--- config.mk ---
export PLATFORM = sky130hd
export DESIGN_NAME = stick_setpoint_ramp_core
export DESIGN_NICKNAME = d
export VERILOG_FILES = /design/src/hw/rtl/ssr_pkg.sv /design/src/hw/rtl/stick_setpoint_ramp_core.sv
export SDC_FILE = /design/constraint.sdc
export NUM_CORES = 1
export LEC_CHECK = 0
export BUFFER_PORTS_ARGS = -buffer_cell sky130_fd_sc_hd__buf_2
export CAP_MARGIN = 20
export CELL_PAD_IN_SITES_DETAIL_PLACEMENT = 0
export CELL_PAD_IN_SITES_GLOBAL_PLACEMENT = 2
export CORE_MARGIN = 2
export CORE_UTILIZATION = 44
export DETAILED_ROUTE_END_ITERATION = 16
export PLACE_DENSITY = 0.86
export SETUP_SLACK_MARGIN = 0.3
export SLEW_MARGIN = 10
export SYNTH_ARGS = -nofsm -noshare
export SYNTH_HDL_FRONTEND = slang
export SYNTH_SLANG_ARGS = --single-unit
--- constraint.sdc ---
create_clock -name clk_i -period 23.7 [get_ports clk_i]
set_input_delay 0 -clock clk_i [delete_from_list [all_inputs] [get_ports clk_i]]
set_output_delay 0 -clock clk_i [all_outputs]
set_load 0.02 [all_outputs]
--- src/hw/rtl/ssr_pkg.sv ---
`timescale 1ns / 1ps
// ----------------------------------------------------------------------------
// ssr_pkg
// Shared constants, register indexes and sequencer states of the stick
// setpoint ramp.
// ----------------------------------------------------------------------------
package ssr_pkg;

  // Default build values
  localparam int unsigned STICK_FRAC_BITS_DEF = 14;
  localparam int unsigned TICK_RATE_HZ_DEF    = 100;

  // Setpoint limits
  localparam logic [8:0]  YAW_MAX    = 9'd360;
  localparam logic [17:0] ALT_MAX_MM = 18'd200000;

  // Configuration port
  localparam int unsigned CFG_IDX_W  = 4;
  localparam int unsigned CFG_DATA_W = 18;

  localparam logic [CFG_IDX_W-1:0] CFG_INCREMENTAL_MODE  = 4'd0;
  localparam logic [CFG_IDX_W-1:0] CFG_YAW_STICK_ENABLE  = 4'd1;
  localparam logic [CFG_IDX_W-1:0] CFG_ALT_STICK_ENABLE  = 4'd2;
  localparam logic [CFG_IDX_W-1:0] CFG_DEADZONE          = 4'd3;
  localparam logic [CFG_IDX_W-1:0] CFG_YAW_RAMP_SPEED    = 4'd4;
  localparam logic [CFG_IDX_W-1:0] CFG_ALT_RAMP_SPEED    = 4'd5;
  localparam logic [CFG_IDX_W-1:0] CFG_START_HOME_YAW    = 4'd6;
  localparam logic [CFG_IDX_W-1:0] CFG_START_ALTITUDE_MM = 4'd7;

  // Register reset values
  localparam logic [13:0] DEADZONE_RST       = 14'd1638;
  localparam logic [15:0] YAW_RAMP_SPEED_RST = 16'd11520;
  localparam logic [14:0] ALT_RAMP_SPEED_RST = 15'd5000;

  // Sequencer states
  typedef enum logic [8:0] {
    S_IDLE  = 9'b000000001,
    S_RAMP  = 9'b000000010,
    S_DEN   = 9'b000000100,
    S_DIV   = 9'b000001000,
    S_STEP  = 9'b000010000,
    S_WHOLE = 9'b000100000,
    S_ABS   = 9'b001000000,
    S_ABSAP = 9'b010000000,
    S_DONE  = 9'b100000000
  } ssr_state_e;

endpackage

--- src/hw/rtl/stick_setpoint_ramp_core.sv ---
`timescale 1ns / 1ps
// ----------------------------------------------------------------------------
// stick_setpoint_ramp_core
// Home yaw and return altitude setpoints driven by two stick channels, either
// mapped absolutely or ramped past a neutral deadzone, with save pulses.
// ----------------------------------------------------------------------------
//  channel  direction  handshake                fields
//  in       sink       in_valid_i / in_stall_o   sticks_valid, yaw/alt sticks
//  out      source     out_valid_o / out_stall_i home_yaw_deg, altitude_mm,
//                                                yaw_save, alt_save
//  cfg      sink       cfg_valid_i / cfg_ready_o cfg_index_i, cfg_data_i
//
//  One shared multiplier and a radix-2 restoring divider run under a one-hot
//  sequencer. An incremental channel past the deadzone runs STICK_FRAC_BITS
//  + 17 divide steps (31 at 14 fraction bits); yaw then applies one whole
//  degree per step and then leaves that loop. A centered stick skips the
//  divider, and absolute mapping multiplies, then applies, per channel.
//  The input stalls until its result is taken.
//  Reset is asynchronous and leaves no clearing pass; out_stall_i holds the
//  result, cfg is always ready.
// ----------------------------------------------------------------------------
module stick_setpoint_ramp_core
  import ssr_pkg::*;
#(
  parameter int unsigned STICK_FRAC_BITS = STICK_FRAC_BITS_DEF,
  parameter int unsigned TICK_RATE_HZ    = TICK_RATE_HZ_DEF
) (
  input  logic                  clk_i,
  input  logic                  rst_ni,
  // input items
  input  logic                  in_valid_i,
  output logic                  in_stall_o,
  input  logic                  sticks_valid_i,
  input  logic signed [15:0]    yaw_stick_i,
  input  logic signed [15:0]    yaw_stick_dz_i,
  input  logic signed [15:0]    alt_stick_i,
  input  logic signed [15:0]    alt_stick_dz_i,
  // result items
  output logic                  out_valid_o,
  input  logic                  out_stall_i,
  output logic [8:0]            home_yaw_deg_o,
  output logic [17:0]           altitude_mm_o,
  output logic                  yaw_save_o,
  output logic                  alt_save_o,
  // configuration
  input  logic                  cfg_valid_i,
  output logic                  cfg_ready_o,
  input  logic [CFG_IDX_W-1:0]  cfg_index_i,
  input  logic [CFG_DATA_W-1:0] cfg_data_i
);

  localparam int unsigned F      = STICK_FRAC_BITS;
  localparam int unsigned NW     = F + 2;                 // clamped stick, signed
  localparam int unsigned MA_W   = 18;
  localparam int unsigned MB_W   = F + 2;
  localparam int unsigned P_W    = MA_W + MB_W;
  localparam int unsigned NUM_W  = F + 17;                // (|n|-dz) * speed
  localparam int unsigned TW     = $clog2(TICK_RATE_HZ + 1);
  localparam int unsigned DEN_W  = F + 1 + TW;
  localparam int unsigned CNT_W  = $clog2(NUM_W);
  localparam int unsigned QW     = 16;
  localparam int unsigned RW     = $clog2(256 * TICK_RATE_HZ + 65536) + 1;
  localparam int unsigned DZ_MAX = (95 * (1 << F)) / 100;

  localparam logic [F:0]              STICK_ONE = (F + 1)'(1 << F);
  localparam logic signed [RW-1:0]    DEG_U     = RW'(256 * TICK_RATE_HZ);
  localparam logic signed [17:0]      LIM_HI    = 18'sd1 <<< F;
  localparam logic [CNT_W-1:0]        CNT_LAST  = CNT_W'(NUM_W - 1);

  // configuration registers
  logic        mode_q, yaw_en_q, alt_en_q;
  logic [13:0] dz_cfg_q;
  logic [15:0] yaw_spd_q;
  logic [14:0] alt_spd_q;

  // sequencer and datapath
  ssr_state_e state_q, state_d;
  logic       chan_q, chan_d;
  logic signed [NW-1:0] n_yaw_q, n_yaw_d, n_alt_q, n_alt_d;
  logic [P_W-1:0]   prod_q, prod_d;
  logic [DEN_W-1:0] den_q, den_d;
  logic [NUM_W-1:0] num_q, num_d;
  logic [DEN_W-1:0] rem_q, rem_d;
  logic [CNT_W-1:0] cnt_q, cnt_d;

  // architectural state
  logic [8:0]           yaw_sp_q, yaw_sp_d;
  logic [17:0]          alt_sp_q, alt_sp_d;
  logic signed [RW-1:0] yaw_rem_q, yaw_rem_d;
  logic                 yaw_uns_q, yaw_uns_d, alt_uns_q, alt_uns_d;
  logic                 ysave_q, ysave_d, asave_q, asave_d;

  logic                 in_acc, cfg_acc;
  logic [29:0]          dz_scaled;
  logic [F-1:0]         dz;
  logic signed [NW-1:0] cur_n;
  logic [NW-1:0]        cur_abs;
  logic [F:0]           mag;
  logic                 moving;
  logic [MA_W-1:0]      mul_a;
  logic [MB_W-1:0]      mul_b;
  logic [P_W-1:0]       mul_p;
  logic [DEN_W:0]       div_shift, div_diff;
  logic signed [RW-1:0] q_ext, yaw_step, rem_new;
  logic signed [19:0]   alt_sum, alt_q20;
  logic [17:0]          abs_v;

  function automatic logic signed [NW-1:0] clamp_stick(input logic signed [15:0] s);
    logic signed [17:0] v;
    v = 18'(s);
    if (v > LIM_HI) begin
      v = LIM_HI;
    end else if (v < -LIM_HI) begin
      v = -LIM_HI;
    end
    return v[NW-1:0];
  endfunction

  assign in_acc  = in_valid_i && !in_stall_o;
  assign cfg_acc = cfg_valid_i && cfg_ready_o;

  assign in_stall_o     = (state_q != S_IDLE);
  assign out_valid_o    = (state_q == S_DONE);
  assign cfg_ready_o    = 1'b1;
  assign home_yaw_deg_o = yaw_sp_q;
  assign altitude_mm_o  = alt_sp_q;
  assign yaw_save_o     = ysave_q;
  assign alt_save_o     = asave_q;

  // deadzone rescaled to the stick format, capped at 0.95
  assign dz_scaled = {dz_cfg_q, 16'd0} >> (30 - F);
  assign dz = (dz_scaled > 30'(DZ_MAX)) ? F'(DZ_MAX) : dz_scaled[F-1:0];

  assign cur_n   = chan_q ? n_alt_q : n_yaw_q;
  assign cur_abs = cur_n[NW-1] ? NW'(-cur_n) : NW'(cur_n);
  assign mag     = cur_abs[F:0];
  assign moving  = (mag > {1'b0, dz});

  // shared multiplier
  always_comb begin
    mul_a = '0;
    mul_b = '0;
    if (state_q == S_RAMP) begin
      mul_a = chan_q ? MA_W'(alt_spd_q) : MA_W'(yaw_spd_q);
      mul_b = MB_W'(mag - {1'b0, dz});
    end else if (state_q == S_DEN) begin
      mul_a = chan_q ? MA_W'(TICK_RATE_HZ) : MA_W'(1);
      mul_b = MB_W'(STICK_ONE - {1'b0, dz});
    end else if (state_q == S_ABS) begin
      mul_a = chan_q ? MA_W'(ALT_MAX_MM) : MA_W'(YAW_MAX);
      mul_b = MB_W'(cur_n + $signed({1'b0, STICK_ONE}));
    end
  end
  assign mul_p = P_W'(mul_a) * P_W'(mul_b);

  // divider step and step application
  assign div_shift = {rem_q, num_q[NUM_W-1]};
  assign div_diff  = div_shift - {1'b0, den_q};
  assign q_ext     = {{(RW-QW){1'b0}}, num_q[QW-1:0]};
  assign yaw_step  = cur_n[NW-1] ? -q_ext : q_ext;
  assign rem_new   = yaw_rem_q + yaw_step;
  assign alt_q20   = {4'd0, num_q[QW-1:0]};
  assign alt_sum   = cur_n[NW-1] ? ($signed({2'b00, alt_sp_q}) - alt_q20)
                                 : ($signed({2'b00, alt_sp_q}) + alt_q20);
  assign abs_v     = prod_q[F+1 +: 18];

  always_comb begin
    state_d   = state_q;
    chan_d    = chan_q;
    n_yaw_d   = n_yaw_q;
    n_alt_d   = n_alt_q;
    prod_d    = prod_q;
    den_d     = den_q;
    num_d     = num_q;
    rem_d     = rem_q;
    cnt_d     = cnt_q;
    yaw_sp_d  = yaw_sp_q;
    alt_sp_d  = alt_sp_q;
    yaw_rem_d = yaw_rem_q;
    yaw_uns_d = yaw_uns_q;
    alt_uns_d = alt_uns_q;
    ysave_d   = ysave_q;
    asave_d   = asave_q;

    case (state_q)
      S_IDLE: begin
        if (in_acc) begin
          ysave_d = 1'b0;
          asave_d = 1'b0;
          n_yaw_d = clamp_stick(mode_q ? yaw_stick_i : yaw_stick_dz_i);
          n_alt_d = clamp_stick(mode_q ? alt_stick_i : alt_stick_dz_i);
          chan_d  = !yaw_en_q;
          if (!sticks_valid_i || (!yaw_en_q && !alt_en_q)) begin
            state_d = S_DONE;
          end else begin
            state_d = mode_q ? S_RAMP : S_ABS;
          end
        end
      end
      S_RAMP: begin
        if (moving) begin
          prod_d  = mul_p;
          state_d = S_DEN;
        end else begin
          if (!chan_q) begin
            yaw_rem_d = '0;
            if (yaw_uns_q) begin
              ysave_d   = 1'b1;
              yaw_uns_d = 1'b0;
            end
          end else if (alt_uns_q) begin
            asave_d   = 1'b1;
            alt_uns_d = 1'b0;
          end
          // hand over to the altitude channel or finish
          if (!chan_q && alt_en_q) begin
            chan_d = 1'b1;
          end else begin
            state_d = S_DONE;
          end
        end
      end
      S_DEN: begin
        den_d   = mul_p[DEN_W-1:0];
        num_d   = prod_q[NUM_W-1:0];
        rem_d   = '0;
        cnt_d   = CNT_LAST;
        state_d = S_DIV;
      end
      S_DIV: begin
        // quotient bits shift in at the bottom of num
        if (!div_diff[DEN_W]) begin
          rem_d = div_diff[DEN_W-1:0];
          num_d = {num_q[NUM_W-2:0], 1'b1};
        end else begin
          rem_d = div_shift[DEN_W-1:0];
          num_d = {num_q[NUM_W-2:0], 1'b0};
        end
        cnt_d = cnt_q - 1'b1;
        if (cnt_q == '0) begin
          state_d = S_STEP;
        end
      end
      S_STEP: begin
        if (!chan_q) begin
          yaw_rem_d = rem_new;
          if (rem_new >= DEG_U || rem_new <= -DEG_U) begin
            state_d = S_WHOLE;
          end else if (alt_en_q) begin
            chan_d  = 1'b1;
            state_d = S_RAMP;
          end else begin
            state_d = S_DONE;
          end
        end else begin
          alt_uns_d = 1'b1;
          if (alt_sum < 0) begin
            alt_sp_d = '0;
          end else if (alt_sum > $signed({2'b00, ALT_MAX_MM})) begin
            alt_sp_d = ALT_MAX_MM;
          end else begin
            alt_sp_d = alt_sum[17:0];
          end
          state_d = S_DONE;
        end
      end
      S_WHOLE: begin
        // move one whole degree per cycle, saturating at the limits
        if (yaw_rem_q >= DEG_U) begin
          yaw_rem_d = yaw_rem_q - DEG_U;
          yaw_uns_d = 1'b1;
          if (yaw_sp_q < YAW_MAX) begin
            yaw_sp_d = yaw_sp_q + 1'b1;
          end
        end else if (yaw_rem_q <= -DEG_U) begin
          yaw_rem_d = yaw_rem_q + DEG_U;
          yaw_uns_d = 1'b1;
          if (yaw_sp_q != '0) begin
            yaw_sp_d = yaw_sp_q - 1'b1;
          end
        end else if (alt_en_q) begin
          chan_d  = 1'b1;
          state_d = S_RAMP;
        end else begin
          state_d = S_DONE;
        end
      end
      S_ABS: begin
        prod_d  = mul_p;
        state_d = S_ABSAP;
      end
      S_ABSAP: begin
        if (!chan_q) begin
          if (abs_v[8:0] != yaw_sp_q) begin
            yaw_sp_d = abs_v[8:0];
            ysave_d  = 1'b1;
          end
        end else if (abs_v != alt_sp_q) begin
          alt_sp_d = abs_v;
          asave_d  = 1'b1;
        end
        if (!chan_q && alt_en_q) begin
          chan_d  = 1'b1;
          state_d = S_ABS;
        end else begin
          state_d = S_DONE;
        end
      end
      S_DONE: begin
        if (!out_stall_i) begin
          state_d = S_IDLE;
        end
      end
      default: begin
        state_d = S_IDLE;
      end
    endcase

    // start values load the setpoints, saturated
    if (cfg_acc && cfg_index_i == CFG_START_HOME_YAW) begin
      yaw_sp_d = (cfg_data_i[8:0] > YAW_MAX) ? YAW_MAX : cfg_data_i[8:0];
    end
    if (cfg_acc && cfg_index_i == CFG_START_ALTITUDE_MM) begin
      alt_sp_d = (cfg_data_i > ALT_MAX_MM) ? ALT_MAX_MM : cfg_data_i;
    end
  end

  always_ff @(posedge clk_i or negedge rst_ni) begin
    if (!rst_ni) begin
      state_q   <= S_IDLE;
      chan_q    <= 1'b0;
      yaw_sp_q  <= '0;
      alt_sp_q  <= '0;
      yaw_rem_q <= '0;
      yaw_uns_q <= 1'b0;
      alt_uns_q <= 1'b0;
      ysave_q   <= 1'b0;
      asave_q   <= 1'b0;
    end else begin
      state_q   <= state_d;
      chan_q    <= chan_d;
      yaw_sp_q  <= yaw_sp_d;
      alt_sp_q  <= alt_sp_d;
      yaw_rem_q <= yaw_rem_d;
      yaw_uns_q <= yaw_uns_d;
      alt_uns_q <= alt_uns_d;
      ysave_q   <= ysave_d;
      asave_q   <= asave_d;
    end
  end

  always_ff @(posedge clk_i) begin
    n_yaw_q <= n_yaw_d;
    n_alt_q <= n_alt_d;
    prod_q  <= prod_d;
    den_q   <= den_d;
    num_q   <= num_d;
    rem_q   <= rem_d;
    cnt_q   <= cnt_d;
  end

  always_ff @(posedge clk_i or negedge rst_ni) begin
    if (!rst_ni) begin
      mode_q    <= 1'b0;
      yaw_en_q  <= 1'b0;
      alt_en_q  <= 1'b0;
      dz_cfg_q  <= DEADZONE_RST;
      yaw_spd_q <= YAW_RAMP_SPEED_RST;
      alt_spd_q <= ALT_RAMP_SPEED_RST;
    end else if (cfg_acc) begin
      case (cfg_index_i)
        CFG_INCREMENTAL_MODE: mode_q    <= cfg_data_i[0];
        CFG_YAW_STICK_ENABLE: yaw_en_q  <= cfg_data_i[0];
        CFG_ALT_STICK_ENABLE: alt_en_q  <= cfg_data_i[0];
        CFG_DEADZONE:         dz_cfg_q  <= cfg_data_i[13:0];
        CFG_YAW_RAMP_SPEED:   yaw_spd_q <= cfg_data_i[15:0];
        CFG_ALT_RAMP_SPEED:   alt_spd_q <= cfg_data_i[14:0];
        default: begin
        end
      endcase
    end
  end

  // assertions
  a_setpoint_range: assert property (@(posedge clk_i) disable iff (!rst_ni)
    (yaw_sp_q <= YAW_MAX) && (alt_sp_q <= ALT_MAX_MM))
    else $error("setpoint out of range");

  a_den_nonzero: assert property (@(posedge clk_i) disable iff (!rst_ni)
    (state_q == S_DIV) |-> (den_q != '0))
    else $error("divider started with zero divisor");

  a_rem_settled: assert property (@(posedge clk_i) disable iff (!rst_ni)
    (state_q == S_IDLE) |-> (yaw_rem_q < DEG_U && yaw_rem_q > -DEG_U))
    else $error("yaw remainder holds a whole degree between ticks");

  a_save_only_done: assert property (@(posedge clk_i) disable iff (!rst_ni)
    (state_q == S_IDLE && in_acc) |=> (!ysave_q && !asave_q))
    else $error("save pulse not cleared at start of transaction");

  a_done_hold: assert property (@(posedge clk_i) disable iff (!rst_ni)
    (out_valid_o && out_stall_i) |=> (state_q == S_DONE))
    else $error("stalled result dropped");

endmodule
; ---- Word-level counts from Yosys, hierarchy flattened
; Cells that the tools add are included.
[word_totals]
reg_bits = 252
in_bits = 92
output_inout_bits = 32
word_cells = 238
[op_classes]
n_addsub = 14
n_mul = 1
order_cmp = 15
eq_ne = 47
n_mux = 94
n_reduce_logical = 43
[ops]
columns = operator, count
row1 = $mux W18, 17
row2 = $mux W9, 20
row3 = $mux W16, 9
row4 = $pmux W9 S9, 1
row5 = $pmux W33 S2, 1
row6 = $pmux W31 S2, 1
row7 = $pmux W18 S3, 1
row8 = $pmux W22 S2, 1
row9 = $ge A18 B16 Y1 const B, 2
row10 = $le A18 B16 Y1 const B, 2
row11 = $ne A2 B2 Y1 const B, 18
row12 = $pmux W18 S2, 1
row13 = $mul A18 B16 Y33, 1
row14 = $mux W33, 1
row15 = $gt A16 B16 Y1 const B, 2
row16 = $lt A16 B15 Y1 const B, 2
row17 = $mux W1, 28
row18 = $sub A23 B22 Y23, 1
row19 = $mux W22, 1
row20 = $ne A3 B3 Y1 const B, 7
row21 = $gt A20 B19 Y1 const B, 1
row22 = $lt A20 B1 Y1 const B, 1
row23 = $mux W20, 1
row24 = $add A18 B16 Y19, 1
row25 = other kinds (56), 93

; ---- Longest topological paths before layout
; Gate-level depths: netlist of run 1.
[depth]
depth_word = 8
ltp_mapped = 44
depth_no_buf = 40

; ---- Worst setup path after synthesis of run 1
; No wires, ideal clock.
[synth_timing]
kind = reg2reg
startpoint = register chan_q
endpoint = register prod_q[31] (data pin)
setup_ns = 0.265
arrival_time_ns = 10.061
t_required_ns = 23.435
path_slack_ns = 13.374
path_stages_with_launch = 41
path_buffers = 6
period_less_slack_ns = 10.326
path_cell_list = dfrtp_1 > buf_2 > mux2i_2 > buf_2 > buf_2 > buf_1 > clkbuf_1 > nor2_1 > a21oi_1 > ha_1 > nor2b_1 > o21ai_0 > a21boi_0 > o211ai_1 > a21oi_1 > o21ai_0 > a21oi_1 > o41a_1 > [... 5 more ...] > fa_1 > inv_1 > fa_1 > fa_1 > fa_1 > inv_1 > fa_1 > inv_1 > ha_1 > a21o_1 > a21o_1 > a21oi_1 > a41oi_1 > o41ai_1 > nor2_1 > a2111oi_0 > o21ai_0 > xor2_1
[synth_via]
elab_chain_len = 8
word_cells_on_any_way = 17
classes_between = 3 x add/sub / 1 x mul / 13 x mux
[synth_lines]
columns = element, line
row1 = start: declaration, stick_setpoint_ramp_core.sv:78  ; logic chan_q, chan_d;
row2 = start signal: assignment, stick_setpoint_ramp_core.sv:341  ; chan_q <= chan_d;
row3 = $mux W16, stick_setpoint_ramp_core.sv:134  ; assign cur_n = chan_q ? n_alt_q : n_yaw_q;
row4 = $neg A15 Y15 or $add A16 B16 Y16 (tied branches), "stick_setpoint_ramp_core.sv:135, stick_setpoint_ramp_core.sv:151"
row5 = $mux W15 or $mux W16 (tied branches), "stick_setpoint_ramp_core.sv:135, stick_setpoint_ramp_core.sv:149"
row6 = $sub A15 B14 Y16 or $mux W16 (tied branches), "stick_setpoint_ramp_core.sv:145, stick_setpoint_ramp_core.sv:146"
row7 = $mux W16, stick_setpoint_ramp_core.sv:143  ; if (state_q == S_RAMP) begin
row8 = $mul A18 B16 Y33 (*), stick_setpoint_ramp_core.sv:154  ; assign mul_p = P_W'(mul_a) * P_W'(mul_b);
row9 = named net mul_p[31], stick_setpoint_ramp_core.sv:102  ; logic [P_W-1:0] mul_p;
row10 = $mux W33, stick_setpoint_ramp_core.sv:201  ; if (moving) begin
row11 = $pmux W33 S2 (*), stick_setpoint_ramp_core.sv:185  ; case (state_q)
row12 = end signal: assignment, stick_setpoint_ramp_core.sv:355  ; prod_q <= prod_d;
row13 = end: declaration, stick_setpoint_ramp_core.sv:80  ; logic [P_W-1:0] prod_q, prod_d;
; Mark *: on every way through the listed nets, which the timed path passes. The rest lies on a longest branch. The select of a mux whose other input is x is not followed.
; A chain may end at the register's enable or synchronous reset.

; ---- Worst setup path in the final report of run 1
; Same ends and word-level chain as after synthesis.

==> impl_metrics.toml, run 1 <==
[timing]
fin_crit_sh_pct = 49.2
grt_setup_unrepaired = "false"
hold_violations = 0
worstMarginPinSlew_ns = 1.06
slew_viol_final = 0
relSlewSlack_pct = 29.2
finalSetupViolCount = 0
clock.fmax_mhz = 85.8
fin_skew_ns = 0.0428
min_period_ns = 11.65
tns_ns = 0

[yosys]
synth_edf_count = 145
synthDistinctLibCells = 89
synth_seq_cells = 252
ys.flop_type = "edfxtp_1"
netlist_top_cells_area = "fa_1 17%, edfxtp_1 16%, ha_1 9.3%, dfrtp_1 8.4%, inv_1 5.1%"
avgSynthCellArea_sq_um = 8.96
syn-instance-count = 3026
synthArstFlopShare_pct = 42.5
syn_nets = 3546
yosysSeqAreaShare_pct = 26.0
ys_warn_count = 0
synth_top_area_share_pct = 16.8
netlist_area_sq_um = 27100
synth.largest_area_cell = "fa_1"

[worst_setup_path]
crit_family = "compound AO/OA/AOI/OAI gates"
endpoint_kind = "flip-flop"
cp-start-kind = "flip-flop"
max_stage_delay_ns = 0.65
crit_required_ns = 24.00
crit_type = "reg2reg"
slowest_stage = "o22ai_1"
timing.critical_path.mode_cell = "fa_1"
arrival_ns = 11.95
critPathMaxFanout = 52
cp_num_buf_inv = 5

[min_path]
hold_path_class = "in2reg"

[global_route]
grtUsageTotal_pct = 28.2
grt_max_degree = 78
grt_pass1_wl_um = 138000
grt_pass1_vias = 23200
grt_overflow = 0
antenna_found_initial = 2

[drt]
drtAntennaViolNets = 0
via_per_inst = 5.72
dr_wl_met3_um = 4650
post_drt_wl_per_cell_um = 22.4
top_layer_used = "met4"
met2WireLength_um = 42100
first_pass_iters = 5
wl_met1_um = 40000
drc = 0
wirelength_um = 89800
num_vias = 22917
drtIter0Drc = 1781

[placed_design]
dp_cells = 3846
gp_congestion = 0.950
port_buffers = 122
hpwl_um = 69500

[cells_and_area]
multi_input_area_sq_um = 18200
nets = 3722
finish.utilization_pct = 50.9
layout-drive-gt1-share_pct = 9.89
diodes = 0
n_fill_cell = 5747
final_common_cell = "inv_1"
final_cell_mix = "369 x inv_1, 367 x nand2_1, 263 x nor2_1"
layout.area.seq_sq_um = 7050
area_delta_synth_final_pct = 13.8
final_cells = 4008

[clock_network]
clock-sinks = 252
postCtsResizedCells = 0
cts_buffer_depth = 3
htreeDepth = 1
cts_buffers = 31
clk_latency_ns = 0.60
root_buffer = "clkbuf_16"
clk_pin_slew_ns = 0.07
cts_tree = "built"

[die]
dieArea_sq_um = 63600
die_w_um = 252
initial_utilization_pct = 44.7
row_count = 90
core_area_sq_um = 60600
ios = 124
die_y_um = 252

[run]
drv_cap = 0

[pwr]
power.density_nw_per_um2 = 73.8
leakage_nw = 14.2
ir_drop_v = 0.0000708

[status]
status = "finished, final reports clean"
-- final timing paths --
check                      depth (start not counted)            start      endpoint  slack, ns
min                                                4  yaw_stick_i[14]   n_yaw_q[12]       0.16
max reg2reg                                       36           chan_q    prod_q[31]      12.05
min in group asynchronous                          4           rst_ni    alt_save_o       0.50
max in group asynchronous                          5           rst_ni  alt_spd_q[3]      22.40
max                                               36           chan_q    prod_q[31]      12.05
min reg2reg                                        2     yaw_spd_q[8]  yaw_spd_q[8]       0.49
-- cell usage after synthesis, drive strengths merged, types with 8 or more instances --
cell	instances
nor2b	27
o22ai	13
nand2b	31
xor2	61
edfxtp	145
and2	41
nand2	368
buf	21
and3	27
fa	227
or3	14
a211oi	19
o41ai	10
a32oi	8
xnor2	105
nor2	263
inv	371
nand4	28
nand3	57
mux2	53
a31oi	24
dfstp	16
a21oi	147
o21bai	20
nor4	39
o211ai	17
clkbuf	97
o21a	29
o31ai	17
dfrtp	91
nor3	52
mux2i	74
o21ai	136
a21o	40
o221ai	9
ha	201
-- final cells by class --
type / count / area share, %
Multi-Input combinational cell: 2284 / 59.1
Sequential cell: 252 / 22.9
Timing Repair Buffer: 261 / 6.45
Inverter: 372 / 4.53
Tap cell: 782 / 3.17
Clock buffer: 33 / 2.54
Clock inverter: 24 / 1.35
-- flip-flops by register name (all words and copies together) (netlist names), 18 cells and up --
signal / cells
prod_q: 33
num_q: 31
den_q: 22
rem_q: 22
altitude_mm_o: 18
yaw_rem_q: 18
-- layer usage --
layer | global-route usage, % | vias to the layer above
met5 | 0 | -
li1 | - | 10688
met1 | 38.5 | 11389
met4 | 9.32 | 0
met3 | 3.13 | 149
met2 | 46.9 | 691
-- timing repair --
action / CTS / global route
setup buffers: 0 / 0
hold endpoints to repair: 147 / 0
hold buffers: 100 / 0
setup endpoints to repair: 0 / 0
-- tightest hold or removal path: cells and delay by family --
kind            cells  cell delay [ns]
compound gates      2             0.37
simple gates        1             0.15
buf+inv             1             0.10
-- cells by family after synthesis --
group | after synthesis | synth area share, %
muxes | 127 | 4.95
DFF | 252 | 26.0
other | 1 | 0.0138
xor gates and xnor gates | 166 | 5.43
AOI/OAI and AO/OA | 576 | 13.9
adders and majority gates | 428 | 26.0
buffers and inverters | 490 | 6.89
and+or+nand+nor | 986 | 16.7
-- stage by stage --
stage | worst slack [ns] | hold slack (ns) | power (W) | cell area [sq um]
floorplan | 13.37 | -0.296 | 0.00133 | 27100
global placement | 12.50 | -0.0184 | 0.00166 | 28500
detailed placement | 12.34 | -0.0140 | 0.00167 | 28500
CTS | 12.22 | 0.116 | 0.00226 | 30800
global route | 11.25 | 0.187 | 0.00240 | 30800
finish | 12.05 | 0.156 | 0.00227 | 30800
-- where the power goes --
| group | internal (W) | switching [W] | total, W |
|---|---|---|---|
| registers | 0.000537 | 0.000101 | 0.000638 |
| clock network | 0.000360 | 0.000203 | 0.000563 |
| logic | 0.000406 | 0.000668 | 0.00107 |
(Power assumes the default switching activity.)
==> inputs of run 2 (changes only) <==
--- a/config.mk
+++ b/config.mk
@@ -10,9 +10,9 @@
 export CELL_PAD_IN_SITES_DETAIL_PLACEMENT = 0
 export CELL_PAD_IN_SITES_GLOBAL_PLACEMENT = 2
 export CORE_MARGIN = 2
-export CORE_UTILIZATION = 44
+export CORE_UTILIZATION = 40
 export DETAILED_ROUTE_END_ITERATION = 16
-export PLACE_DENSITY = 0.86
+export PLACE_DENSITY = 0.79
 export SETUP_SLACK_MARGIN = 0.3
 export SLEW_MARGIN = 10
 export SYNTH_ARGS = -nofsm -noshare
==> constraint.sdc (replaced) <==
create_clock -name clk_i -period 12.1 [get_ports clk_i]
set_input_delay 0 -clock clk_i [delete_from_list [all_inputs] [get_ports clk_i]]
set_output_delay 0 -clock clk_i [all_outputs]
set_load 0.02 [all_outputs]
==> impl_metrics.toml, run 2 (synthesis gave the netlist of run 1 again) <==
[status]
status = "finished, final reports clean"

[drt]
dr_wl_met3_um = 4700
met2WireLength_um = 42400
wirelength_um = 90900
first_pass_iters = 7
via_per_inst = 5.59
drtIter0Drc = 1672
top_layer_used = "met5"
drtAntennaViolNets = 0
post_drt_wl_per_cell_um = 22.2
wl_met1_um = 40900
drc = 0
num_vias = 22877

[timing]
relSlewSlack_pct = 21.0
clock.fmax_mhz = 90.6
grt_setup_unrepaired = "false"
tns_ns = 0
whs_ns = 0.0197
fin_skew_ns = 0.0218
worstMarginPinSlew_ns = 1.17
finalSetupViolCount = 0
min_period_ns = 11.04
fin_crit_sh_pct = 91.3
hold_violations = 0
slew_viol_final = 0

[min_path]
hold_path_class = "in2async"

[pwr]
total_power_w = 0.00439
ir_drop_v = 0.000114
power.density_nw_per_um2 = 143
leakage_nw = 14.1

[die]
row_count = 95
die_y_um = 264
core_area_sq_um = 67200
dieArea_sq_um = 69900
initial_utilization_pct = 40.4
die_w_um = 264
ios = 124

[worst_setup_path]
critPathMaxFanout = 37
slowest_stage = "dfrtp_2"
endpoint_kind = "flip-flop"
cp_num_buf_inv = 6
cp-start-kind = "flip-flop"
crit_family = "adder cells"
crit_required_ns = 12.38
r2r_cells = 34
r2r-start = "chan_q"
reg2reg_to = "prod_q[31]"
arrival_ns = 11.33
crit_type = "reg2reg"
max_stage_delay_ns = 0.62
reg2reg_slack_ns = 1.06
timing.critical_path.mode_cell = "fa_1"

[cells_and_area]
largest_reg_flops = 33
diodes = 0
largest-register = "prod_q"
area_delta_synth_final_pct = 13.6
reg_top3 = "prod_q (33), num_q (31)"
final_common_cell = "inv_1"
fin_area_sq_um = 30800
final_cell_mix = "369 x inv_1, 367 x nand2_1, 263 x nor2_1"
layout-drive-gt1-share_pct = 9.81
finish.utilization_pct = 45.9
n_fill_cell = 6535
nets = 3716

[placed_design]
port_buffers = 122
hpwl_um = 71500
placed_area_sq_um = 28700
gp_congestion = 0.932

[clock_network]
post_cts_buffers = 0
clock-sinks = 252
clk_latency_ns = 0.55
cts_buffer_depth = 3
cts_tree = "built"
htreeDepth = 2
root_buffer = "clkbuf_16"
cts_buffers = 34
clk_pin_slew_ns = 0.06

[global_route]
grt_overflow = 0
grt_pass1_vias = 23364
antenna_found_initial = 2
grtUsageTotal_pct = 26.2
grt_max_degree = 71
grt_pass1_wl_um = 141000

[run]
drv_cap = 0
==> run 2: changes by cell type in the layout (fill, tap and decap cells not counted), sizes merged, moves of 3 or more <==
| cell | previous run | this run |
|---|---|---|
| dlygate4sd3 | 99 | 93 |
| bufinv | 11 | 3 |
| clkbuf | 33 | 43 |
| clkinv | 7 | 15 |
| inv | 375 | 371 |
| buf | 162 | 159 |
==> run 2: how the worst max path moves through the flow <==
stage	start	endpoint	slack, ns	depth (start not counted)
final	chan_q	prod_q[31]	1.06	34
after global routing	chan_q	prod_q[31]	0.36	33
after CTS	dz_cfg_q[2]	prod_q[31]	1.09	36
after detailed placement	dz_cfg_q[2]	prod_q[31]	1.13	36
after global placement	dz_cfg_q[2]	prod_q[31]	1.23	36
after floorplan	chan_q	prod_q[31]	1.77	40
==> run 2: repair_timing <==
item | in CTS | in global routing
hold buffers | 93 | 0
gates resized for setup | 0 | 1
setup endpoints to repair | 0 | 2
endpoints found under the hold margin | 138 | 0
==> run 2: report_power, final <==
group	internal, W	switching [W]	leakage, nW
Combinational	0.000785	0.00131	10.9
Clock	0.000619	0.000412	0.558
Sequential	0.00105	0.000214	2.66
==> run 2: cell type report <==
type                            count  area, sq um  share of cell area (%)
Clock inverter                     19          220                   0.715
Sequential cell                   252         7050                    22.9
Timing Repair Buffer              252         1870                    6.09
Clock buffer                       43          936                    3.04
Tap cell                          873         1090                    3.55
Inverter                          372         1400                    4.53
Multi-Input combinational cell   2284        18200                    59.2
==> run 2: layer usage <==
layer / track usage [%] / vias up
met4: 7.82 / 2
li1: - / 10662
met1: 36.0 / 11380
met2: 43.4 / 685
met5: 0 / -
met3: 3.11 / 148
==> run 2: per-stage QoR <==
step	setup WS (ns)	std cells
floorplan	1.77	3026
CTS	1.09	4093
global placement	1.23	3936
detailed placement	1.13	3938
finish	1.06	4095
global route	0.365	4095
==> inputs of run 3 (changes only) <==
--- a/config.mk
+++ b/config.mk
@@ -10,9 +10,9 @@
 export CELL_PAD_IN_SITES_DETAIL_PLACEMENT = 0
 export CELL_PAD_IN_SITES_GLOBAL_PLACEMENT = 2
 export CORE_MARGIN = 2
-export CORE_UTILIZATION = 40
+export CORE_UTILIZATION = 44
 export DETAILED_ROUTE_END_ITERATION = 16
-export PLACE_DENSITY = 0.79
+export PLACE_DENSITY = 0.86
 export SETUP_SLACK_MARGIN = 0.3
 export SLEW_MARGIN = 10
 export SYNTH_ARGS = -nofsm -noshare
==> constraint.sdc (replaced) <==
create_clock -name clk_i -period 13.2 [get_ports clk_i]
set_input_delay 0 -clock clk_i [delete_from_list [all_inputs] [get_ports clk_i]]
set_output_delay 0 -clock clk_i [all_outputs]
set_load 0.02 [all_outputs]
==> impl_metrics.toml, run 3 (synthesis gave the netlist of run 1 again) <==
[timing]
whs_ns = 0.0471
slew_viol_final = 0
clock.fmax_mhz = 88.2
min_period_ns = 11.33
hold_violations = 0
finalSetupViolCount = 0
fin_crit_sh_pct = 85.9
tns_ns = 0
relSlewSlack_pct = 25.3
grt_setup_unrepaired = "false"
worstMarginPinSlew_ns = 1.12
fin_skew_ns = 0.0263

[drt]
wirelength_um = 87900
drtIter0Drc = 1855
drtAntennaViolNets = 0
via_per_inst = 5.73
post_drt_wl_per_cell_um = 22.0
num_vias = 22908
drc = 0
first_pass_iters = 5

[pwr]
pwr-share-comb_pct = 47.4
power_frac_seq_pct = 29.4
ir_drop_v = 0.000136
clkPwrFrac_pct = 23.1
leakage_nw = 14.1
power.density_nw_per_um2 = 129
p_int_w = 0.00225
power_switching_w = 0.00170
p_sw_share_pct = 43.1

[die]
dieArea_sq_um = 63600
core_area_sq_um = 60600
die_y_um = 252
ios = 124
initial_utilization_pct = 44.7
row_count = 90
die_w_um = 252

[global_route]
grt_pass1_vias = 23222
grt_overflow = 0
grt_pass1_wl_um = 138000
grt_max_degree = 71
antenna_found_initial = 1
grtUsageTotal_pct = 27.9

[cells_and_area]
final_common_cell = "inv_1"
nets = 3712
layout-drive-gt1-share_pct = 9.45
reg_top3 = "prod_q (33), num_q (31)"
diodes = 0
area_delta_synth_final_pct = 12.9
largest-register = "prod_q"
final_cells = 3998
largest_reg_flops = 33
final_cell_mix = "369 x inv_1, 367 x nand2_1, 263 x nor2_1"

[clock_network]
clock-sinks = 252
post_cts_buffers = 0
clk_latency_ns = 0.59
cts_tree = "built"
cts_hold_buffers = 97
root_buffer = "clkbuf_16"
clk_pin_slew_ns = 0.07
postCtsResizedCells = 0
cts_buffers = 30
htreeDepth = 1
cts_buffer_depth = 3

[placed_design]
dp_cells = 3844
port_buffers = 122
gp_congestion = 0.951
hpwl_um = 68500

[worst_setup_path]
crit_required_ns = 13.52
critPathMaxFanout = 32
slowest_stage = "dfrtp_2"
timing.critical_path.mode_cell = "fa_1"
endpoint_kind = "flip-flop"
crit_type = "reg2reg"
reg2reg_slack_ns = 1.87
cp-start-kind = "flip-flop"
arrival_ns = 11.65
max_stage_delay_ns = 0.90
cp-startpoint = "chan_q"
r2r_cells = 35
reg2reg_to = "prod_q[31]"
r2r-start = "chan_q"

[min_path]
hold_path_class = "in2async"

[status]
status = "finished, final reports clean"

[run]
drv_cap = 0
## run 3: cell types whose count changed in the layout (fill, tap and decap cells not counted), sizes merged
| cell | before | now |
|---|---|---|
| clkbuf | 43 | 38 |
| dlygate4sd3 | 93 | 97 |
| buf | 159 | 155 |
| bufinv | 3 | 7 |
| clkinvlp | 2 | 3 |
| clkinv | 15 | 9 |
## run 3: area by class of cell
type                            instances  area [sq um]
Sequential cell                       252          7050
Fill cell                            5741         30000
Tap cell                              782           978
Inverter                              372          1400
Timing Repair Buffer                  252          1860
Multi-Input combinational cell       2284         18200
Clock buffer                           38           801
Clock inverter                         18           278
## run 3: layer usage
layer  vias up  track usage [%]  wire length [um]
met5         -                0                 0
met4         0             7.40              2550
met3       119             2.61              4290
met2       704             46.7             41500
met1     11416             39.0             39600
li1      10669                -                 -
## run 3: power groups by stage
| stage | combinational [W] | sequential [W] | clock, W |
|---|---|---|---|
| floorplan | 0.00127 | 0.00111 | 0 |
| CTS | 0.00186 | 0.00116 | 0.000929 |
| global route | 0.00205 | 0.00118 | 0.000960 |
| finish | 0.00188 | 0.00116 | 0.000916 |
| detailed placement | 0.00180 | 0.00118 | 0 |
| global placement | 0.00179 | 0.00117 | 0 |
## run 3: worst max path at each step
stage,to,slack (ns),depth (start not counted)
floorplan,prod_q[31],2.87,40
global placement,prod_q[31],2.18,34
detailed placement,prod_q[31],2.04,35
CTS,prod_q[31],2.00,35
global route,prod_q[31],1.03,35
finish,prod_q[31],1.87,35
## run 3: critical path, delay by kind of cell (launching register included)
family,cells,cell delay (ns)
flip-flops,1,0.90
buffers and inverters,4,0.58
XOR/XNOR,2,0.34
multiplexers,1,0.37
AND/OR/NAND/NOR,9,1.50
adder cells (fa/ha/maj),8,3.88
AO/OA/AOI/OAI,11,3.48
## run 3: per-stage QoR
step | util, % | instance area, sq um | setup slack (ns) | total power, W
after CTS | 50.5 | 30600 | 2.00 | 0.00395
after floorplan | - | 27100 | 2.87 | 0.00239
after global placement | 47.0 | 28500 | 2.18 | 0.00296
after global routing | 50.5 | 30600 | 1.03 | 0.00419
final | 50.5 | 30600 | 1.87 | 0.00396
after detailed placement | 47.1 | 28500 | 2.04 | 0.00298
